===== src/kvp_pkg.sv =====
// shared types and constants for the kv record stream parser
// no dependencies
package kvp_pkg;
    localparam logic [2:0] ROLE_LEN = 3'd0;
    localparam logic [2:0] ROLE_HDR = 3'd1;
    localparam logic [2:0] ROLE_KEY = 3'd2;
    localparam logic [2:0] ROLE_VAL = 3'd3;
    localparam logic [2:0] ROLE_IGN = 3'd4;

    localparam logic [2:0] ST_OK      = 3'd0;
    localparam logic [2:0] ST_BAD_LEN = 3'd1;
    localparam logic [2:0] ST_KEY_LONG = 3'd2;
    localparam logic [2:0] ST_KEY_FIT = 3'd3;
    localparam logic [2:0] ST_OVERRUN = 3'd4;

    localparam logic [1:0] REG_MAX_KEY = 2'd0;

    typedef struct packed {
        logic [7:0]  byte_out;
        logic [2:0]  role;
        logic [15:0] record_index;
        logic        key_textual;
        logic [6:0]  key_length;
        logic [63:0] key_numeric;
        logic [27:0] value_length;
        logic        record_end;
        logic        buffer_end;
        logic [2:0]  status;
    } result_t;

    typedef struct packed {
        logic [7:0] data_byte;
        logic       last_byte;
    } item_t;
endpackage


===== src/kvp_in_queue.sv =====
// two-entry queue between the input side and the parser core
// uses kvp_pkg
module kvp_in_queue (
    input  logic           aclk,
    input  logic           aresetn,
    input  logic           in_valid,
    output logic           in_ready,
    input  kvp_pkg::item_t in_item,
    output logic           out_valid,
    input  logic           out_ready,
    output kvp_pkg::item_t out_item
);
    import kvp_pkg::*;

    item_t      mem_reg [2];
    logic       wr_ptr_reg, rd_ptr_reg;
    logic [1:0] count_reg;
    logic       push, pop;

    assign in_ready  = (count_reg != 2'd2);
    assign out_valid = (count_reg != 2'd0);
    assign out_item  = mem_reg[rd_ptr_reg];
    assign push = in_valid && in_ready;
    assign pop  = out_valid && out_ready;

    always_ff @(posedge aclk) begin
        if (!aresetn) begin
            wr_ptr_reg <= 1'b0;
            rd_ptr_reg <= 1'b0;
            count_reg  <= 2'd0;
        end else begin
            if (push) wr_ptr_reg <= ~wr_ptr_reg;
            if (pop) rd_ptr_reg <= ~rd_ptr_reg;
            count_reg <= count_reg + {1'b0, push} - {1'b0, pop};
        end
    end

    always_ff @(posedge aclk) begin
        if (push) mem_reg[wr_ptr_reg] <= in_item;
    end
endmodule


===== src/kvp_core.sv =====
// parser state machine: consumes one byte per cycle unless its output is stalled, registers one result
// uses kvp_pkg
module kvp_core #(
    parameter int MAX_LENGTH_BYTES = 4,
    parameter int NUMBER_KEY_BYTES = 8
) (
    input  logic             aclk,
    input  logic             aresetn,
    input  logic [6:0]       max_key_length,
    input  logic             in_valid,
    output logic             in_ready,
    input  kvp_pkg::item_t   in_item,
    output logic             out_valid,
    input  logic             out_ready,
    output kvp_pkg::result_t out_result
);
    import kvp_pkg::*;

    localparam int LBC_W = $clog2(MAX_LENGTH_BYTES + 2);
    localparam int KBS_W = $clog2(NUMBER_KEY_BYTES + 1);

    typedef enum logic [4:0] {
        PH_LEN = 5'b00001,
        PH_HDR = 5'b00010,
        PH_KEY = 5'b00100,
        PH_VAL = 5'b01000,
        PH_ERR = 5'b10000
    } phase_t;

    phase_t      phase_reg, phase_next;
    logic [27:0] len_acc_reg, len_acc_next;
    logic [LBC_W-1:0] lbc_reg, lbc_next;
    logic [27:0] pay_rem_reg, pay_rem_next;
    logic [6:0]  key_rem_reg, key_rem_next;
    logic [KBS_W-1:0] kbs_reg, kbs_next;
    logic        kstr_reg, kstr_next;
    logic [6:0]  klen_reg, klen_next;
    logic [63:0] nkey_reg, nkey_next;
    logic [15:0] rec_cnt_reg, rec_cnt_next;
    logic [2:0]  err_reg, err_next;
    logic [27:0] vlen_reg, vlen_next;
    logic        ovalid_reg;
    result_t     res_reg, res_next;
    logic        take;
    logic [7:0]  b;
    logic [2:0]  role;
    logic        rec_end;

    assign in_ready   = !ovalid_reg || out_ready;
    assign take       = in_valid && in_ready;
    assign out_valid  = ovalid_reg;
    assign out_result = res_reg;
    assign b = in_item.data_byte;

    always_comb begin
        phase_next = phase_reg;
        len_acc_next = len_acc_reg;
        lbc_next = lbc_reg;
        pay_rem_next = pay_rem_reg;
        key_rem_next = key_rem_reg;
        kbs_next = kbs_reg;
        kstr_next = kstr_reg;
        klen_next = klen_reg;
        nkey_next = nkey_reg;
        rec_cnt_next = rec_cnt_reg;
        err_next = err_reg;
        vlen_next = vlen_reg;
        role = ROLE_IGN;
        rec_end = 1'b0;
        case (phase_reg)
            PH_LEN: begin
                role = ROLE_LEN;
                if (lbc_reg == '0) begin
                    len_acc_next = '0;
                    kstr_next = 1'b0;
                    klen_next = '0;
                    nkey_next = '0;
                    vlen_next = '0;
                end
                lbc_next = lbc_reg + 1'b1;
                if (lbc_next > LBC_W'(MAX_LENGTH_BYTES)) begin
                    err_next = ST_BAD_LEN;
                    phase_next = PH_ERR;
                end else begin
                    len_acc_next = {len_acc_next[20:0], b[6:0]};
                    if (!b[7]) begin
                        lbc_next = '0;
                        if (len_acc_next == '0) begin
                            err_next = ST_BAD_LEN;
                            phase_next = PH_ERR;
                        end else begin
                            pay_rem_next = len_acc_next;
                            phase_next = PH_HDR;
                        end
                    end
                end
            end
            PH_HDR: begin
                role = ROLE_HDR;
                kstr_next = b[7];
                klen_next = b[6:0];
                if (b[6:0] > max_key_length) begin
                    err_next = ST_KEY_LONG;
                    phase_next = PH_ERR;
                end else if ({21'd0, b[6:0]} + 28'd1 > pay_rem_reg
                             || pay_rem_reg == '0) begin
                    err_next = ST_KEY_FIT;
                    phase_next = PH_ERR;
                end else begin
                    pay_rem_next = pay_rem_reg - 28'd1;
                    vlen_next = pay_rem_next - {21'd0, b[6:0]};
                    key_rem_next = b[6:0];
                    kbs_next = '0;
                    if (b[6:0] != '0) phase_next = PH_KEY;
                    else if (pay_rem_next != '0) phase_next = PH_VAL;
                    else rec_end = 1'b1;
                end
            end
            PH_KEY: begin
                role = ROLE_KEY;
                if (!kstr_reg && kbs_reg < KBS_W'(NUMBER_KEY_BYTES)) begin
                    nkey_next = {nkey_reg[55:0], b};
                    kbs_next = kbs_reg + 1'b1;
                end
                key_rem_next = key_rem_reg - 7'd1;
                pay_rem_next = pay_rem_reg - 28'd1;
                if (key_rem_next == '0) begin
                    if (pay_rem_next != '0) phase_next = PH_VAL;
                    else rec_end = 1'b1;
                end
            end
            PH_VAL: begin
                role = ROLE_VAL;
                pay_rem_next = pay_rem_reg - 28'd1;
                if (pay_rem_next == '0) rec_end = 1'b1;
            end
            default: role = ROLE_IGN;
        endcase
        if (rec_end) begin
            phase_next = PH_LEN;
            lbc_next = '0;
            if (rec_cnt_reg != 16'hFFFF) rec_cnt_next = rec_cnt_reg + 16'd1;
        end
        if (in_item.last_byte && err_next == ST_OK
            && (phase_next != PH_LEN || lbc_next != '0)) begin
            err_next = ST_OVERRUN;
            phase_next = PH_ERR;
        end
        res_next.byte_out = b;
        res_next.role = role;
        res_next.record_index = rec_cnt_reg;
        res_next.key_textual = kstr_next;
        res_next.key_length = klen_next;
        res_next.key_numeric = nkey_next;
        res_next.value_length = vlen_next;
        res_next.record_end = rec_end;
        res_next.buffer_end = in_item.last_byte;
        res_next.status = err_next;
    end

    always_ff @(posedge aclk) begin
        if (!aresetn || (take && in_item.last_byte)) begin
            phase_reg <= PH_LEN;
            len_acc_reg <= '0;
            lbc_reg <= '0;
            pay_rem_reg <= '0;
            key_rem_reg <= '0;
            kbs_reg <= '0;
            kstr_reg <= 1'b0;
            klen_reg <= '0;
            nkey_reg <= '0;
            rec_cnt_reg <= '0;
            err_reg <= ST_OK;
            vlen_reg <= '0;
        end else if (take) begin
            phase_reg <= phase_next;
            len_acc_reg <= len_acc_next;
            lbc_reg <= lbc_next;
            pay_rem_reg <= pay_rem_next;
            key_rem_reg <= key_rem_next;
            kbs_reg <= kbs_next;
            kstr_reg <= kstr_next;
            klen_reg <= klen_next;
            nkey_reg <= nkey_next;
            rec_cnt_reg <= rec_cnt_next;
            err_reg <= err_next;
            vlen_reg <= vlen_next;
        end
    end

    always_ff @(posedge aclk) begin
        if (!aresetn) begin
            ovalid_reg <= 1'b0;
        end else if (take) begin
            ovalid_reg <= 1'b1;
        end else if (out_ready) begin
            ovalid_reg <= 1'b0;
        end
    end

    always_ff @(posedge aclk) begin
        if (take) res_reg <= res_next;
    end
endmodule


===== src/kv_record_stream_parser_top.sv =====
// kv record stream parser: top level with apb register, input queue and core
// uses kvp_pkg, kvp_in_queue, kvp_core
//
// usage
// - input channel s_valid/s_ready carries one buffer byte per item
//   (s_data_byte, s_last_byte marks the final byte of the buffer)
// - result channel m_valid/m_ready gives one result item per input item,
//   in order: echo, byte role, record index, key fields, status
// - apb port holds max_key_length at address 0 (pready always high)
// - each item passes through the input queue and then the core's output
//   register; throughput is one item per cycle while m_ready does not
//   stall the core, set by the parser state update
// - a two-entry queue decouples the input side from the core; when the
//   receiver stalls, the core holds its result and the queue fills, then
//   s_ready drops
// - reset empties the queue, clears the output valid flag and all parse state;
//   max_key_length returns to 32
// - after the last buffer byte the parse state returns to reset
module kv_record_stream_parser_top #(
    parameter int MAX_LENGTH_BYTES = 4,
    parameter int NUMBER_KEY_BYTES = 8
) (
    input  logic        aclk,
    input  logic        aresetn,
    input  logic        psel,
    input  logic        penable,
    input  logic        pwrite,
    input  logic [1:0]  paddr,
    input  logic [31:0] pwdata,
    output logic [31:0] prdata,
    output logic        pready,
    input  logic        s_valid,
    output logic        s_ready,
    input  logic [7:0]  s_data_byte,
    input  logic        s_last_byte,
    output logic        m_valid,
    input  logic        m_ready,
    output logic [7:0]  m_byte_out,
    output logic [2:0]  m_role,
    output logic [15:0] m_record_index,
    output logic        m_key_textual,
    output logic [6:0]  m_key_length,
    output logic [63:0] m_key_numeric,
    output logic [27:0] m_value_length,
    output logic        m_record_end,
    output logic        m_buffer_end,
    output logic [2:0]  m_status
);
    import kvp_pkg::*;

    logic [6:0] max_key_reg;
    item_t      s_item, q_item;
    logic       q_valid, q_ready;
    result_t    res;

    // config register, written in the apb access phase
    assign pready = 1'b1;
    assign prdata = (paddr == REG_MAX_KEY) ? {25'd0, max_key_reg} : 32'd0;

    always_ff @(posedge aclk) begin
        if (!aresetn) begin
            max_key_reg <= 7'd32;
        end else if (psel && penable && pwrite && paddr == REG_MAX_KEY) begin
            max_key_reg <= pwdata[6:0];
        end
    end

    assign s_item.data_byte = s_data_byte;
    assign s_item.last_byte = s_last_byte;

    // front: decoupling queue
    kvp_in_queue u_queue (
        .aclk      (aclk),
        .aresetn   (aresetn),
        .in_valid  (s_valid),
        .in_ready  (s_ready),
        .in_item   (s_item),
        .out_valid (q_valid),
        .out_ready (q_ready),
        .out_item  (q_item)
    );

    // back: parser core with registered result
    kvp_core #(
        .MAX_LENGTH_BYTES (MAX_LENGTH_BYTES),
        .NUMBER_KEY_BYTES (NUMBER_KEY_BYTES)
    ) u_core (
        .aclk           (aclk),
        .aresetn        (aresetn),
        .max_key_length (max_key_reg),
        .in_valid       (q_valid),
        .in_ready       (q_ready),
        .in_item        (q_item),
        .out_valid      (m_valid),
        .out_ready      (m_ready),
        .out_result     (res)
    );

    assign m_byte_out     = res.byte_out;
    assign m_role         = res.role;
    assign m_record_index = res.record_index;
    assign m_key_textual  = res.key_textual;
    assign m_key_length   = res.key_length;
    assign m_key_numeric  = res.key_numeric;
    assign m_value_length = res.value_length;
    assign m_record_end   = res.record_end;
    assign m_buffer_end   = res.buffer_end;
    assign m_status       = res.status;
endmodule


===== config.mk =====
export PLATFORM = sky130hd
export DESIGN_NAME = kv_record_stream_parser_top
export DESIGN_NICKNAME = d
export VERILOG_FILES = /design/src/kvp_pkg.sv /design/src/kvp_in_queue.sv /design/src/kvp_core.sv /design/src/kv_record_stream_parser_top.sv
export SDC_FILE = /design/constraint.sdc
export NUM_CORES = 1
export LEC_CHECK = 0
export BUFFER_PORTS_ARGS = -buffer_cell sky130_fd_sc_hd__buf_2
export CAP_MARGIN = 20
export CORE_AREA = 2 2 224 226
export DETAILED_ROUTE_END_ITERATION = 16
export DIE_AREA = 0 0 226 228
export SYNTH_ARGS = -nofsm -noshare
export SYNTH_HDL_FRONTEND = slang
export SYNTH_SLANG_ARGS = --single-unit

===== constraint.sdc =====
create_clock -name aclk -period 9.5 [get_ports aclk]
set_input_delay 1.9 -clock aclk [delete_from_list [all_inputs] [get_ports aclk]]
set_output_delay 1.9 -clock aclk [all_outputs]
set_load 0.03 [all_outputs]

==> Word-level counts from Yosys, hierarchy flattened <==
Memory sizes are Yosys's and may differ from the RTL's. A register that Yosys moved wholly into a read port is not among the register bits.
Cells that the tools add are included.
Widths: inputs -> output; s select.
{ "totals": {"out_inout_bits": 167, "n_memories": 1, "in_bits": 50, "regBits": 331, "ramBits": 18} }
{ "memory_table": {"columns": ["memory", "words", "word_bits", "read_ports", "rd_ports_with_merged_regs", "write_ports", "line", "source"], "rows": [
  ["u_queue.mem_reg", 2, 9, 1, 1, 1, "kvp_in_queue.sv:15", "item_t mem_reg [2];"]
]} }
{ "op_classes": {"n_addsub": 9, "eq_ne": 13, "n_lt_le_gt_ge": 4, "n_reduce_logical": 36, "muxes": 64, "n_bitwise": 2} }
{ "op_table": {"columns": ["op", "n"], "rows": [
  ["$mux 28", 8],
  ["$mux 64", 2],
  ["$pmux 64 s2", 1],
  ["$logic_not 28->1", 3],
  ["$pmux 28 s3", 1],
  ["$mux 21", 3],
  ["$pmux 28 s2", 1],
  ["$mux 5", 10],
  ["$mux 3", 10],
  ["$gt 28x28->1", 1],
  ["$mux 7", 4],
  ["$pmux 7 s2", 2],
  ["$reduce_bool 28->1", 1],
  ["$sub 28x1->28 const B", 1],
  ["$sub 28x7->28", 1],
  ["$add 16x1->16 const B", 1],
  ["$ne 16x16->1 const B", 1],
  ["$pmux 5 s3", 1],
  ["$mux 1", 13],
  ["$mux 4", 3],
  ["$ne 2x2->1 const B", 6],
  ["$pmux 3 s4", 1],
  ["$logic_and 1x1->1", 9],
  ["$add 7x1->8 const B", 1],
  ["other kinds (33)", 43]
]} }

==> Depth between registers and ports, before layout <==
{ "depth": {"ltp_word": 13, "ltp_mapped": 18} }

==> Hierarchy <==
From an unflattened synthesis, not the netlist that was laid out.
{ "hier_totals": {"cells_unflattened": 1712, "hier_area_um2": 16288.1} }
{ "modules_own_cells": {"columns": ["mod", "n_inst", "cells_per_inst", "seq_area_each_um2", "area_per_inst_um2"], "rows": [
  ["kvp_core", 1, 1592, 7727.4, 14853.0],
  ["kvp_in_queue", 1, 52, 640.6, 882.1],
  ["kv_record_stream_parser_top", 1, 68, 140.1, 553.0]
]} }

==> Least setup slack after synthesis <==
No wires, ideal clock.
{ "synth_timing": {"kind": "input to register", "startpoint": "input m_ready", "endpoint": "register u_queue.count_reg[1]", "n_path_buf": 3, "slack_ns": 1.488, "t_arrival_ns": 7.885, "path_stages": 12, "path_cell_list": "nor2b_1 -> or2_2 -> clkbuf_1 -> inv_1 -> clkbuf_1 -> clkbuf_1 -> ha_1 -> inv_1 -> ha_1 -> xor2_1 -> xnor2_1 -> nor2_1"} }
{ "synth_via": {"elab_chain_cells": 3} }
{ "synth_rtl": {"columns": ["item", "line", "source"], "rows": [
  ["start, declared", "kv_record_stream_parser_top.sv:37", "input logic m_ready,"],
  ["$logic_or 1x1->1", "kvp_core.sv:49", "assign in_ready = !ovalid_reg || out_ready;"],
  ["$logic_and 1x1->1", null, null],
  ["net u_core.take", "kvp_core.sv:44", "logic take;"],
  ["$sub 2x1->2", "kvp_in_queue.sv:34", "count_reg <= count_reg + {1'b0, push} - {1'b0, pop};"],
  ["end signal, assigned", "kvp_in_queue.sv:34", null],
  ["end, declared", "kvp_in_queue.sv:17", "logic [1:0] count_reg;"]
]} }
The timed path passes the listed nets, and every way through them passes these cells.
A chain may end at the register's enable or synchronous reset.

==> results.py <==
metrics = {
    "status": {
        "status": "finished, final reports clean",
    },
    "cells_and_area": {
        "final_nets": 1874,
        "fin_cells": 2494,
        "multi_input_area_um2": 6940,
        "regArea_um2": 8510,
        "drive_gt1_frac": 0.156,
        "syn_to_final_growth_pct": 16.6,
        "fillers": 4866,
        "largest_register_ffs": 132,
    },
    "placement": {
        "place.gp.congestion": 0.870,
        "io_buffers": 165,
        "place_hpwl_um": 29000,
        "dp.cells": 2419,
    },
    "sta": {
        "tightest_slew_ns": 1.04,
        "finalSetupViolCount": 0,
        "rsz0062_at_grt": "false",
        "clock.fmax_mhz": 185,
        "maxSlewHeadroom": 0.306,
        "maxSlewViolCount": 0,
        "finalSetupTns_ns": 0,
        "finalHoldViolations": 0,
        "fin_crit_ns": 5.40,
        "fin_worst_skew_ns": 0.0239,
        "fin_crit_sh": 0.568,
    },
    "floorplanning": {
        "start_util": 0.326,
        "die_y_um": 228,
        "core_um2": 49300,
        "fp-row-count": 82,
        "die_w_um": 226,
        "die_area_um2": 51500,
        "ios": 217,
    },
    "clock_tree": {
        "holdBufCountCts": 0,
        "clk_latency_ns": 0.57,
        "numCtsBuffers": 40,
        "root_buffer": "clkbuf_16",
        "h-tree-depth": 2,
        "ctsResizeCount": 0,
        "post_cts_buffers": 0,
        "cts_tree": "done",
        "clkSlewWorstSetupHoldPaths_ns": 0.06,
        "clockBufferDepth": 3,
        "cts.sinks": 350,
    },
    "setup_path": {
        "startpoint_type": "flip-flop",
        "cp_cell_sequence": "mux2i_1, buf_4, inv_1, ha_1, nand3_1, xnor2_1, ha_1, nand4_1, a2111oi_0, nor4_1, o211ai_1, nand3_1, a21oi_1, o21ai_0, a221oi_1",
        "cp.arrival_ns": 5.86,
        "end_kind": "flip-flop",
        "slowest_delay_ns": 0.96,
        "rrSetupSlack_ns": 4.10,
        "crit_path_max_fanout": 12,
        "path_class": "reg2reg",
        "slowest_stage": "a21oi_1",
        "cp.required_ns": 9.96,
    },
    "drt": {
        "wl_per_cell_um": 17.2,
        "ant_nets": 0,
        "drt_iter0_drc": 1073,
        "drt_pre_antenna_iters": 5,
        "detail_route.vias_per_cell": 5.20,
        "drcViolationCount": 0,
        "vias": 13000,
        "wirelength_um": 42800,
    },
    "synthesis": {
        "avgSynthCellArea_um2": 9.64,
        "yosys.area.top_type": "edfxtp_1",
        "synth_top_area_frac": 0.280,
        "ys_types": 75,
        "syn_inst": 1670,
        "ys_async_sr_fraction": 0,
        "ys_seq_elements": 350,
        "syn-cell-area_um2": 16100,
        "synth_top_flop_cell": "dfxtp_1",
        "synth_warnings": 0,
        "synth_edf_count": 150,
        "seq_area_frac_synth": 0.528,
        "synthTopCellsByArea": "edfxtp_1 28%, dfxtp_1 25%, nand2_1 5.7%",
    },
    "power": {
        "power.density_nw_per_um2": 366,
        "total_power_uw": 6860,
        "power.leakage_uw": 0.00696,
        "vdd_ir_drop_max_uv": 224,
    },
    "global_routing": {
        "grt_pass1_vias": 12000,
        "grt_pass1_wl_um": 66500,
        "grt_remaining_overflow": 0,
        "antenna_found_initial": 1,
        "groute.usage.overall": 0.161,
        "grt_start_max_net_pins": 85,
    },
    "hold_path": {
        "hp-class": "reg2reg",
    },
    "run": {
        "maxCapViolations": 0,
    },
}
report_power, final:
group          internal, uW  total, uW  switching [uW]
clock network           884       1540             651
registers              1950       2130             183
logic                   903       3200            2300
total                  3730       6860            3130
layout by cell type (no fill, tap or decap), drive strengths merged, types with 6 or more instances in the layout:
| cell | instances |
|---|---|
| a211oi | 7 |
| a21oi | 133 |
| o21a | 9 |
| xnor2 | 29 |
| a22oi | 32 |
| a311oi | 13 |
| nor2 | 145 |
| a31oi | 8 |
| nand4 | 22 |
| nor2b | 9 |
| a22o | 76 |
| or3 | 18 |
| or4 | 14 |
| nand3 | 38 |
| o211ai | 13 |
| ha | 34 |
| and3 | 9 |
| nor3 | 55 |
| clkinv | 13 |
| a32o | 6 |
| xor2 | 23 |
| dfxtp | 200 |
| clkbuf | 50 |
| a21o | 6 |
| o31ai | 10 |
| nand2b | 11 |
| nor4 | 21 |
| conb | 26 |
| mux2i | 15 |
| nand3b | 9 |
| nand2 | 243 |
| or2 | 6 |
| and2 | 8 |
| o21ai | 72 |
| inv | 49 |
| buf | 186 |
| edfxtp | 150 |
metrics by stage:
| step | cell area, um2 | hold slack, ns | setup WS [ns] | util |
|---|---|---|---|---|
| finish | 18800 | 0.455 | 4.10 | 0.380 |
| detailed placement | 17400 | 0.447 | 4.19 | 0.354 |
| global route | 18800 | 0.469 | 3.75 | 0.380 |
| global placement | 17400 | 0.441 | 4.27 | 0.354 |
| floorplan | 16200 | 0.432 | 1.49 | - |
| CTS | 18800 | 0.455 | 4.17 | 0.380 |
layout make-up:
type,instances,area share
repair buffers,186,0.0524
diodes,1,0.000133
multi-input cells,1166,0.370
well taps,672,0.0448
clock inverters,24,0.0124
inverters,45,0.00940
flip-flops and latches,350,0.453
clock buffers,50,0.0581
critical path, delay by kind of cell (launching register included):
family	cells	cell delay [ns]
AO/OA/AOI/OAI	5	2.25
buffers and inverters	2	0.41
AND/OR/NAND/NOR	4	0.79
adder cells (fa/ha/maj)	2	0.60
multiplexers	1	0.47
flip-flops	1	0.69
XOR/XNOR	1	0.09
metal layers:
layer  part of all wire  vias up  track usage
met5                  0        -            0
met4              0.030        0       0.0633
met3              0.061       77       0.0296
met2               0.47      396        0.261
met1               0.44     6245        0.213
li1                   -     6263            -
synthesized netlist by cell type (all sizes together), types with 22 or more instances:
master and n:
nand4 22, nand2 243, clkbuf 89, a21oi 133, a22o 76, edfxtp 150, a22oi 32, nor2 145
buf 44, xnor2 29, inv 45, nand3 38, ha 34, xor2 23, nor3 55, o21ai 72
dfxtp 200
worst paths after layout:
check                                       start                                 end  cells past startpoint
setup / recovery                        flip-flop  u_core.key_rem_reg[5]$_SDFFE_PP0P_                     15
hold / removal    u_core.klen_reg[5]$_SDFFE_PP0P_     u_core.klen_reg[5]$_SDFFE_PP0P_                      2
setup reg to reg                        flip-flop  u_core.key_rem_reg[5]$_SDFFE_PP0P_                     15
hold reg to reg   u_core.klen_reg[5]$_SDFFE_PP0P_     u_core.klen_reg[5]$_SDFFE_PP0P_                      2
kinds of logic after synthesis:
| kind of cell | after synthesis | share of synthesized area |
|---|---|---|
| AOI/OAI and AO/OA | 412 | 0.171 |
| adders and majority gates | 35 | 0.0277 |
| buffers and inverters | 178 | 0.0492 |
| other | 2 | 0.000466 |
| muxes | 17 | 0.0107 |
| xor gates and xnor gates | 52 | 0.0283 |
| and+or+nand+nor | 624 | 0.184 |
| DFF | 350 | 0.528 |
(Power assumes the default switching activity.)
